[src/sv/rsl_pkg.sv]
`timescale 1ns / 1ps

package rsl_pkg;

  // Field widths
  localparam int COORD_BITS   = 12;
  localparam int LUMA_BITS    = 16;
  localparam int CENTER_BITS  = 14;
  localparam int CFG_IDX_BITS = 2;

  // Offset and distance widths
  localparam int DIFF_BITS = ((COORD_BITS + 1 > CENTER_BITS) ? COORD_BITS + 1 : CENTER_BITS) + 1;
  localparam int ABS_BITS  = DIFF_BITS - 1;
  localparam int SQ_BITS   = 2 * ABS_BITS;
  localparam int D2_BITS   = SQ_BITS + 1;

  // Near region: distance below 160
  localparam int NEAR_LIMIT    = 160;
  localparam int NEAR_LIMIT_SQ = NEAR_LIMIT * NEAR_LIMIT;
  localparam int NEAR_D2_BITS  = $clog2(NEAR_LIMIT_SQ);

  // Square root with 8 fraction bits, two result bits per stage
  localparam int FRAC_BITS    = 8;
  localparam int ROOT_BITS    = (NEAR_D2_BITS + 2 * FRAC_BITS + 1) / 2;
  localparam int RAD_BITS     = 2 * ROOT_BITS;
  localparam int REM_BITS     = ROOT_BITS + 2;
  localparam int SQRT_STEPS   = 2;
  localparam int SQRT_STAGES  = ROOT_BITS / SQRT_STEPS;

  // Scale factor in Q1.16
  localparam int Q16_BITS    = 16;
  localparam int FACTOR_BITS = Q16_BITS + 1;
  localparam int UNITY_Q16   = 1 << Q16_BITS;
  localparam int FAR_FACTOR  = 13107;

  // Falloff 0.005 per pixel: q = floor(root * 32 / 25), divide by reciprocal
  localparam int FALL_SHIFT = 5;
  localparam int FALL_DIV   = 25;
  localparam int X_BITS     = ROOT_BITS + FALL_SHIFT;
  localparam int DIV_SHIFT  = 26;
  localparam int DIV_RECIP  = (1 << DIV_SHIFT) / FALL_DIV + 1;
  localparam int RECIP_BITS = 22;
  localparam int Q_BITS     = 16;

  typedef enum logic [CFG_IDX_BITS-1:0] {
    CFG_CENTER_X = 2'd0,
    CFG_CENTER_Y = 2'd1
  } cfg_idx_t;

  // Data that rides alongside the distance math
  typedef struct packed {
    logic                 near;
    logic [LUMA_BITS-1:0] luma;
  } side_t;

  typedef struct packed {
    logic [REM_BITS-1:0]  rem;
    logic [ROOT_BITS-1:0] root;
    logic [RAD_BITS-1:0]  rad;
  } sqrt_t;

  // Pipeline advance control shared by all stages
  typedef struct packed {
    logic en;
  } pipe_ctrl_t;

endpackage

[src/sv/rsl_pix_if.sv]
`timescale 1ns / 1ps

interface rsl_pix_if
  import rsl_pkg::*;
();
  logic                  valid;
  logic                  ready;
  logic [COORD_BITS-1:0] pixel_col;
  logic [COORD_BITS-1:0] pixel_row;
  logic [LUMA_BITS-1:0]  luma_in;

  modport source (output valid, output pixel_col, output pixel_row, output luma_in,
                  input ready);
  modport sink   (input valid, input pixel_col, input pixel_row, input luma_in,
                  output ready);
endinterface

[src/sv/rsl_luma_if.sv]
`timescale 1ns / 1ps

interface rsl_luma_if
  import rsl_pkg::*;
();
  logic                 valid;
  logic                 ready;
  logic [LUMA_BITS-1:0] luma_out;

  modport source (output valid, output luma_out, input ready);
  modport sink   (input valid, input luma_out, output ready);
endinterface

[src/sv/rsl_cfg_if.sv]
`timescale 1ns / 1ps

interface rsl_cfg_if
  import rsl_pkg::*;
();
  logic                    valid;
  logic                    ready;
  logic [CFG_IDX_BITS-1:0] index;
  logic [CENTER_BITS-1:0]  data;

  modport source (output valid, output index, output data, input ready);
  modport sink   (input valid, input index, input data, output ready);
endinterface

[src/sv/rsl_dist.sv]
`timescale 1ns / 1ps

module rsl_dist
  import rsl_pkg::*;
(
  input  logic                          clk,
  input  logic                          rst_n,
  input  pipe_ctrl_t                    ctrl,
  input  logic                          in_valid,
  input  logic [COORD_BITS-1:0]         pixel_col,
  input  logic [COORD_BITS-1:0]         pixel_row,
  input  logic [LUMA_BITS-1:0]          luma,
  input  logic signed [CENTER_BITS-1:0] center_x,
  input  logic signed [CENTER_BITS-1:0] center_y,
  output logic                          out_valid,
  output logic [NEAR_D2_BITS-1:0]       d2,
  output side_t                         side
);

  logic signed [DIFF_BITS-1:0] dx;
  logic signed [DIFF_BITS-1:0] dy;
  logic [ABS_BITS-1:0]         adx;
  logic [ABS_BITS-1:0]         ady;
  logic [D2_BITS-1:0]          d2_sum;

  logic                  v1_r, v2_r, v3_r;
  logic [ABS_BITS-1:0]   adx_r, ady_r;
  logic [LUMA_BITS-1:0]  luma1_r, luma2_r;
  logic [SQ_BITS-1:0]    sqx_r, sqy_r;
  logic [NEAR_D2_BITS-1:0] d2_r;
  side_t                 side_r;

  // Stage 1: offsets from the center and their magnitudes
  always_comb begin
    dx  = DIFF_BITS'(signed'({1'b0, pixel_col})) - DIFF_BITS'(center_x);
    dy  = DIFF_BITS'(signed'({1'b0, pixel_row})) - DIFF_BITS'(center_y);
    adx = dx[DIFF_BITS-1] ? ABS_BITS'(-dx) : dx[ABS_BITS-1:0];
    ady = dy[DIFF_BITS-1] ? ABS_BITS'(-dy) : dy[ABS_BITS-1:0];
  end

  assign d2_sum = D2_BITS'(sqx_r) + D2_BITS'(sqy_r);

  always_ff @(posedge clk) begin
    if (!rst_n) begin
      v1_r <= 1'b0;
      v2_r <= 1'b0;
      v3_r <= 1'b0;
    end else if (ctrl.en) begin
      v1_r <= in_valid;
      v2_r <= v1_r;
      v3_r <= v2_r;
    end
  end

  always_ff @(posedge clk) begin
    if (ctrl.en) begin
      adx_r       <= adx;
      ady_r       <= ady;
      luma1_r     <= luma;
      // Stage 2: squares
      sqx_r       <= adx_r * adx_r;
      sqy_r       <= ady_r * ady_r;
      luma2_r     <= luma1_r;
      // Stage 3: squared distance and near test
      d2_r        <= d2_sum[NEAR_D2_BITS-1:0];
      side_r.near <= (d2_sum < D2_BITS'(NEAR_LIMIT_SQ));
      side_r.luma <= luma2_r;
    end
  end

  assign out_valid = v3_r;
  assign d2        = d2_r;
  assign side      = side_r;

endmodule

[src/sv/rsl_isqrt.sv]
`timescale 1ns / 1ps

module rsl_isqrt
  import rsl_pkg::*;
(
  input  logic                    clk,
  input  logic                    rst_n,
  input  pipe_ctrl_t              ctrl,
  input  logic                    in_valid,
  input  logic [NEAR_D2_BITS-1:0] d2,
  input  side_t                   side_in,
  output logic                    out_valid,
  output logic [ROOT_BITS-1:0]    root,
  output side_t                   side_out
);

  // One restoring digit step: bring down two radicand bits, try root*4+1
  function automatic sqrt_t sqrt_step(sqrt_t cur);
    sqrt_t               nxt;
    logic [REM_BITS-1:0] rem_pre;
    logic [REM_BITS-1:0] trial;
    rem_pre = {cur.rem[REM_BITS-3:0], cur.rad[RAD_BITS-1 -: 2]};
    trial   = {cur.root, 2'b01};
    nxt.rad = {cur.rad[RAD_BITS-3:0], 2'b00};
    if (rem_pre >= trial) begin
      nxt.rem  = rem_pre - trial;
      nxt.root = {cur.root[ROOT_BITS-2:0], 1'b1};
    end else begin
      nxt.rem  = rem_pre;
      nxt.root = {cur.root[ROOT_BITS-2:0], 1'b0};
    end
    return nxt;
  endfunction

  sqrt_t init;
  sqrt_t sq_r    [SQRT_STAGES];
  side_t side_r  [SQRT_STAGES];
  logic  valid_r [SQRT_STAGES];

  always_comb begin
    init.rem  = '0;
    init.root = '0;
    init.rad  = RAD_BITS'({d2, {(2 * FRAC_BITS){1'b0}}});
  end

  for (genvar s = 0; s < SQRT_STAGES; s++) begin : g_stage
    sqrt_t cur;
    sqrt_t nxt;
    side_t side_prev;
    logic  valid_prev;

    if (s == 0) begin : g_first
      assign cur        = init;
      assign side_prev  = side_in;
      assign valid_prev = in_valid;
    end else begin : g_rest
      assign cur        = sq_r[s-1];
      assign side_prev  = side_r[s-1];
      assign valid_prev = valid_r[s-1];
    end

    always_comb begin
      nxt = cur;
      for (int k = 0; k < SQRT_STEPS; k++) begin
        nxt = sqrt_step(nxt);
      end
    end

    always_ff @(posedge clk) begin
      if (!rst_n) begin
        valid_r[s] <= 1'b0;
      end else if (ctrl.en) begin
        valid_r[s] <= valid_prev;
      end
    end

    always_ff @(posedge clk) begin
      if (ctrl.en) begin
        sq_r[s]   <= nxt;
        side_r[s] <= side_prev;
      end
    end
  end

  assign out_valid = valid_r[SQRT_STAGES-1];
  assign root      = sq_r[SQRT_STAGES-1].root;
  assign side_out  = side_r[SQRT_STAGES-1];

endmodule

[src/sv/rsl_scale.sv]
`timescale 1ns / 1ps

module rsl_scale
  import rsl_pkg::*;
(
  input  logic                 clk,
  input  logic                 rst_n,
  input  pipe_ctrl_t           ctrl,
  input  logic                 in_valid,
  input  logic [ROOT_BITS-1:0] root,
  input  side_t                side_in,
  output logic                 out_valid,
  output logic [LUMA_BITS-1:0] luma_out
);

  localparam int PA_BITS = X_BITS + RECIP_BITS;
  localparam int PB_BITS = LUMA_BITS + FACTOR_BITS;

  logic [PA_BITS-1:0]     prod_a;
  logic [FACTOR_BITS-1:0] factor;
  logic [PB_BITS-1:0]     prod_b;

  logic                 va_r, vb_r;
  logic [Q_BITS-1:0]    q_r;
  side_t                side_a_r;
  logic [LUMA_BITS-1:0] luma_r;

  // Stage A: q = floor(root * 32 / 25) by reciprocal multiply
  assign prod_a = PA_BITS'({root, {FALL_SHIFT{1'b0}}}) * PA_BITS'(DIV_RECIP);

  // Stage B: pick the factor and scale the luminance
  always_comb begin
    if (side_a_r.near) begin
      factor = FACTOR_BITS'(UNITY_Q16) - FACTOR_BITS'(q_r);
    end else begin
      factor = FACTOR_BITS'(FAR_FACTOR);
    end
    prod_b = PB_BITS'(side_a_r.luma) * PB_BITS'(factor);
  end

  always_ff @(posedge clk) begin
    if (!rst_n) begin
      va_r <= 1'b0;
      vb_r <= 1'b0;
    end else if (ctrl.en) begin
      va_r <= in_valid;
      vb_r <= va_r;
    end
  end

  always_ff @(posedge clk) begin
    if (ctrl.en) begin
      q_r      <= prod_a[DIV_SHIFT +: Q_BITS];
      side_a_r <= side_in;
      luma_r   <= prod_b[Q16_BITS +: LUMA_BITS];
    end
  end

  assign out_valid = vb_r;
  assign luma_out  = luma_r;

endmodule

[src/sv/radial_spotlight_luminance.sv]
`timescale 1ns / 1ps

// Radial spotlight: each pixel beat carries its column, row and Q0.16 luminance,
// and one beat comes out per pixel, in order. Pixels at distance 160 or more from
// the programmed center (center_x, center_y, signed, may lie off the image) are
// scaled by 0.2; nearer pixels are scaled by 1 - 0.005 * distance, with the
// distance taken from an exact integer square root with 8 fraction bits and all
// products truncated. The block takes one pixel every clock while the output
// is not stalled. It has three stages for offsets, squares and squared distance,
// eight stages of the square root at two result bits per stage, and two stages
// for the falloff multiply and the luminance multiply, the last of which is the
// output register. All stages advance together whenever the output register is
// empty or being taken, so back-pressure on the output holds the whole pipeline
// without losing or repeating a beat. Program the center only while no pixels
// are in flight; configuration writes are always ready and an unknown register
// index is dropped.
module radial_spotlight_luminance
  import rsl_pkg::*;
(
  input  logic        clk,
  input  logic        rst_n,
  rsl_cfg_if.sink     cfg_wr,
  rsl_pix_if.sink     in_pix,
  rsl_luma_if.source  out_luma
);

  logic signed [CENTER_BITS-1:0] center_x_r, center_x_nxt;
  logic signed [CENTER_BITS-1:0] center_y_r, center_y_nxt;
  cfg_idx_t                      cfg_idx;

  pipe_ctrl_t ctrl;

  logic                    dist_valid;
  logic [NEAR_D2_BITS-1:0] dist_d2;
  side_t                   dist_side;

  logic                    sqrt_valid;
  logic [ROOT_BITS-1:0]    sqrt_root;
  side_t                   sqrt_side;

  logic                    scale_valid;
  logic [LUMA_BITS-1:0]    scale_luma;

  // Configuration: always ready, decode the register index
  assign cfg_wr.ready = 1'b1;
  assign cfg_idx      = cfg_idx_t'(cfg_wr.index);

  always_comb begin
    center_x_nxt = center_x_r;
    center_y_nxt = center_y_r;
    if (cfg_wr.valid) begin
      unique case (cfg_idx)
        CFG_CENTER_X: center_x_nxt = cfg_wr.data;
        CFG_CENTER_Y: center_y_nxt = cfg_wr.data;
        default: ;  // unknown index: drop the write
      endcase
    end
  end

  always_ff @(posedge clk) begin
    if (!rst_n) begin
      center_x_r <= '0;
      center_y_r <= '0;
    end else begin
      center_x_r <= center_x_nxt;
      center_y_r <= center_y_nxt;
    end
  end

  // Advance every stage when the output register is free or being drained;
  // otherwise hold everything in place.
  assign ctrl.en      = !scale_valid || out_luma.ready;
  assign in_pix.ready = ctrl.en;

  rsl_dist u_dist (
    .clk       (clk),
    .rst_n     (rst_n),
    .ctrl      (ctrl),
    .in_valid  (in_pix.valid),
    .pixel_col (in_pix.pixel_col),
    .pixel_row (in_pix.pixel_row),
    .luma      (in_pix.luma_in),
    .center_x  (center_x_r),
    .center_y  (center_y_r),
    .out_valid (dist_valid),
    .d2        (dist_d2),
    .side      (dist_side)
  );

  rsl_isqrt u_isqrt (
    .clk       (clk),
    .rst_n     (rst_n),
    .ctrl      (ctrl),
    .in_valid  (dist_valid),
    .d2        (dist_d2),
    .side_in   (dist_side),
    .out_valid (sqrt_valid),
    .root      (sqrt_root),
    .side_out  (sqrt_side)
  );

  rsl_scale u_scale (
    .clk       (clk),
    .rst_n     (rst_n),
    .ctrl      (ctrl),
    .in_valid  (sqrt_valid),
    .root      (sqrt_root),
    .side_in   (sqrt_side),
    .out_valid (scale_valid),
    .luma_out  (scale_luma)
  );

  assign out_luma.valid    = scale_valid;
  assign out_luma.luma_out = scale_luma;

endmodule

[src/flat_wrapper.sv]
// flat-port wrapper written by rule: the top's interface ports become plain ports
module radial_spotlight_luminance_flat import rsl_pkg::*;
  (clk, rst_n, cfg_wr_valid, cfg_wr_index, cfg_wr_data, cfg_wr_ready, in_pix_valid, in_pix_pixel_col, in_pix_pixel_row, in_pix_luma_in, in_pix_ready, out_luma_valid, out_luma_luma_out, out_luma_ready);
  rsl_cfg_if cfg_wr_i ();
  rsl_pix_if in_pix_i ();
  rsl_luma_if out_luma_i ();
  input  logic clk;
  input  logic rst_n;
  input wire logic [$bits(cfg_wr_i.valid)-1:0] cfg_wr_valid;
  input wire logic [$bits(cfg_wr_i.index)-1:0] cfg_wr_index;
  input wire logic [$bits(cfg_wr_i.data)-1:0] cfg_wr_data;
  output wire logic [$bits(cfg_wr_i.ready)-1:0] cfg_wr_ready;
  input wire logic [$bits(in_pix_i.valid)-1:0] in_pix_valid;
  input wire logic [$bits(in_pix_i.pixel_col)-1:0] in_pix_pixel_col;
  input wire logic [$bits(in_pix_i.pixel_row)-1:0] in_pix_pixel_row;
  input wire logic [$bits(in_pix_i.luma_in)-1:0] in_pix_luma_in;
  output wire logic [$bits(in_pix_i.ready)-1:0] in_pix_ready;
  output wire logic [$bits(out_luma_i.valid)-1:0] out_luma_valid;
  output wire logic [$bits(out_luma_i.luma_out)-1:0] out_luma_luma_out;
  input wire logic [$bits(out_luma_i.ready)-1:0] out_luma_ready;
  assign cfg_wr_i.valid = cfg_wr_valid;
  assign cfg_wr_i.index = cfg_wr_index;
  assign cfg_wr_i.data = cfg_wr_data;
  assign cfg_wr_ready = cfg_wr_i.ready;
  assign in_pix_i.valid = in_pix_valid;
  assign in_pix_i.pixel_col = in_pix_pixel_col;
  assign in_pix_i.pixel_row = in_pix_pixel_row;
  assign in_pix_i.luma_in = in_pix_luma_in;
  assign in_pix_ready = in_pix_i.ready;
  assign out_luma_valid = out_luma_i.valid;
  assign out_luma_luma_out = out_luma_i.luma_out;
  assign out_luma_i.ready = out_luma_ready;
  radial_spotlight_luminance u_core (.clk(clk), .rst_n(rst_n), .cfg_wr(cfg_wr_i), .in_pix(in_pix_i), .out_luma(out_luma_i));
endmodule
[config.mk]
export PLATFORM = sky130hd
export DESIGN_NAME = radial_spotlight_luminance_flat
export DESIGN_NICKNAME = d
export VERILOG_FILES = /design/src/sv/rsl_pkg.sv /design/src/sv/rsl_pix_if.sv /design/src/sv/rsl_luma_if.sv /design/src/sv/rsl_cfg_if.sv /design/src/sv/rsl_dist.sv /design/src/sv/rsl_isqrt.sv /design/src/sv/rsl_scale.sv /design/src/sv/radial_spotlight_luminance.sv /design/src/flat_wrapper.sv
export SDC_FILE = /design/constraint.sdc
export NUM_CORES = 2
export LEC_CHECK = 0
export BUFFER_PORTS_ARGS = -buffer_cell sky130_fd_sc_hd__clkbuf_2
export CORE_ASPECT_RATIO = 0.7
export CORE_MARGIN = 3
export CORE_UTILIZATION = 70
export CTS_BUF_LIST = sky130_fd_sc_hd__clkbuf_8 sky130_fd_sc_hd__clkbuf_16
export DETAILED_ROUTE_END_ITERATION = 6
export GPL_ROUTABILITY_DRIVEN = 0
export PLACE_DENSITY = 0.92
export SYNTH_ARGS = -nofsm -noshare
export SYNTH_HDL_FRONTEND = slang
export SYNTH_SLANG_ARGS = --single-unit
[constraint.sdc]
create_clock -name clk -period 29.2 [get_ports clk]
set_clock_uncertainty 0.2 [all_clocks]
set_input_delay 2.92 -clock clk [delete_from_list [all_inputs] [get_ports clk]]
set_output_delay 2.92 -clock clk [all_outputs]
set_load 0.02 [all_outputs]
==> results_dict.tcl <==
set metrics [dict create \
    initial_core_util 0.7130 \
    ys_seq_area_frac 0.3155 \
    synth.most_common_cell "inv_1" \
    min_period_ns 9.865 \
    synth_top_area_frac 0.3026 \
    wl_um 122800 \
    rows 83 \
    area_growth_pct 5.899 \
    syn_area_um2 52790 \
    r2r-start "u_core.u_scale.q_r[0]" \
    r2r_end "u_core.u_scale.luma_out[15]" \
    clockBufferDepth 3 \
    tightest_slew_ns 1.133 \
    io_pins 80 \
    hold_depth 0 \
    antennaDiodeCount 0 \
    cp.arrival_ns 10.01 \
    yosys-top-cells-count "inv_1, ha_1, fa_1" \
    cts_made_buffers 55 \
    hp-class "reg -> reg" \
    vias 37480 \
    cts_tree "built" \
    synth.distinct_cells 89 \
    grt_overflow 0 \
    grt_pass1_vias 39390 \
    synth_nets 6178 \
    reg2reg_slack_ns 19.33 \
    dieHeight_um 235.8 \
    cts.sinks 566 \
    grt_use_met3 0.07267 \
    drc_errors 0 \
    cts_resized 0 \
    maxSlewViolCount 0 \
    grt_pass1_wl_um 201100 \
    startpoint_type "register" \
    die-area_um2 78800 \
    synth_edf_count 532 \
    drive_gt1_frac 0.05270 \
    finalHoldViolCount 0 \
    grt-busiest-layer "met2" \
    clk_pin_slew_ns 0.07 \
    dr.pass1.iters 7 \
    htree_levels 2 \
    holdCritStartpoint "u_core.u_isqrt.side_r[0][13]" \
    syn_avg_cell_area_um2 10.65 \
    grt_start_max_net_pins 172 \
    worst-setup-path-type "reg -> reg" \
    worstSetupEndpointType "register" \
    use_met1 0.4332 \
    ant_nets 0 \
    design.core.area_um2 74040 \
    finalSetupViolCount 0 \
    synth_top_cell_by_area "edfxtp_1" \
    rsz0062_at_grt "false" \
    synth_seq_cells 566 \
    synth-async-reset-ratio 0 \
    grt_use_met2 0.5085 \
    status "finished, final reports clean" \
    hold_end "u_core.u_isqrt.side_r[1][13]" \
    fin_crit_sh 0.3378 \
    dieWidth_um 334.2 \
    antenna_found_initial 2 \
    postCtsSetupBuffers 0 \
    fin_nets 6209 \
    reg2reg_depth 30 \
    crit_slowest_cell "fa_1" \
    track_usage 0.3165 \
    cp_max_fo 10 \
    holdBufCountCts 0 \
    max_slew_margin 0.2420 \
    routedWlPerCell_um 20.45 \
    routed_via_density 6.241 \
    dp_hpwl_um 90510 \
    drt-initial-drc-count 4046 \
    yosysWarnings 0 \
    final.setup.tns_ns 0 \
    clk-insertion-delay-late_ns 0.63 \
    synth_area_leaders "edfxtp_1, fa_1, ha_1, inv_1, nand2_1" \
    netlist_instances 4955 \
    cp.required_ns 29.34 \
    maxCapViolations 0 \
    fin_ws_ns 19.33 \
    root_buffer "clkbuf_16" \
    synth_flop_cell "edfxtp_1" \
    cpMostUsedCell "fa_1" \
    cp_slowest_stage_delay_ns 0.56 \
    numPortBuffers 78 \
    dp_slack_ns 19.76 \
    timing.fmax_ghz 0.1014 \
]
==> routing by layer <==
layer / routed length, um / vias up
met3: 13150 / 436
met4: 4006 / 0
met1: 48480 / 18170
met5: 0 / -
li1: - / 16620
met2: 57150 / 2251
==> layout by cell type (no fill, tap or decap), drive strengths merged, types with 17 or more instances in the layout <==
cell type  count
xnor2        173
nand3         58
a21oi        202
nand2        414
a21o          73
o211ai        22
a21boi        51
nor2         222
nand2b        34
and2         216
nor3          56
a31oi         20
o21bai        24
o31ai         21
nor4          17
a211oi        20
dfxtp         34
nor2b         51
ha           605
inv          853
or3           22
o21ai        122
o21a          42
clkbuf       134
or2           21
mux2i         24
fa           557
mux2          37
clkinv        17
and3          76
xor2          92
nand4         26
edfxtp       532
==> cells by family (layout without fill, tap and decap cells) <==
group	after synthesis	count (layout)	share of synthesized area
DFF	566	566	0.3155
buffers and inverters	953	1026	0.06812
xor gates and xnor gates	265	265	0.04397
and+or+nand+nor	1258	1258	0.1199
muxes	61	61	0.01244
other	1	1	0.00007104
AOI/OAI and AO/OA	689	689	0.08542
adders and majority gates	1162	1162	0.3546
==> final cells by class <==
type                       count  area, um^2
multi-input combinational   3436       32550
fill                        4260       18140
sequential                   566       16660
inverter                     836        3146
clock buffer                  56        1401
tap                          977        1222
timing repair buffer          91       513.0
clock inverter                43       421.7
==> state kept, by name, indices dropped and copies added, names as in the netlist, 16 cells and up <==
name,cells
u_core.u_scale.luma_out,16
u_core.u_dist.sqy_r,27
u_core.u_dist.side,17
u_core.u_dist.luma2_r,16
u_core.u_scale.q_r,16
u_core.u_isqrt.sq_r,194
u_core.u_isqrt.side_r,136
u_core.u_dist.sqx_r,27
u_core.u_dist.luma1_r,16
u_core.u_scale.side_a_r,17
==> how the worst max path moves through the flow <==
stage                                  endpoint             startpoint  slack [ns]
global placement    u_core.u_scale.luma_out[15]  u_core.u_scale.q_r[0]       20.15
detailed placement  u_core.u_scale.luma_out[15]  u_core.u_scale.q_r[0]       19.76
global route        u_core.u_scale.luma_out[15]  u_core.u_scale.q_r[0]       19.15
finish              u_core.u_scale.luma_out[15]  u_core.u_scale.q_r[0]       19.33
CTS                 u_core.u_scale.luma_out[15]  u_core.u_scale.q_r[0]       19.55
floorplan                          in_pix_ready         out_luma_ready        8.41
==> worst max-delay path, delay by kind of cell, from the launching register on <==
family / cells / cell delay (ns)
buffers and inverters: 4 / 0.27
DFF: 1 / 0.42
and+or+nand+nor: 9 / 2.63
adders and majority gates: 8 / 3.63
AOI/OAI and AO/OA: 7 / 2.00
xor gates and xnor gates: 2 / 0.39
==> per-stage QoR <==
stage,cell area [um^2],hold slack [ns],utilization,cells
6_report,55900,0.2118,0.7550,6005
3_5_place_dp,54080,0.2045,0.7304,5906
2_1_floorplan,52790,0.2003,-,4955
4_1_cts,55900,0.2146,0.7550,6005
5_1_grt,55900,0.2222,0.7550,6005
3_3_place_gp,54080,0.2002,0.7304,5906
Power is not shown: default switching activity piles up to over one toggle a cycle in this logic, so the estimate is an artifact.
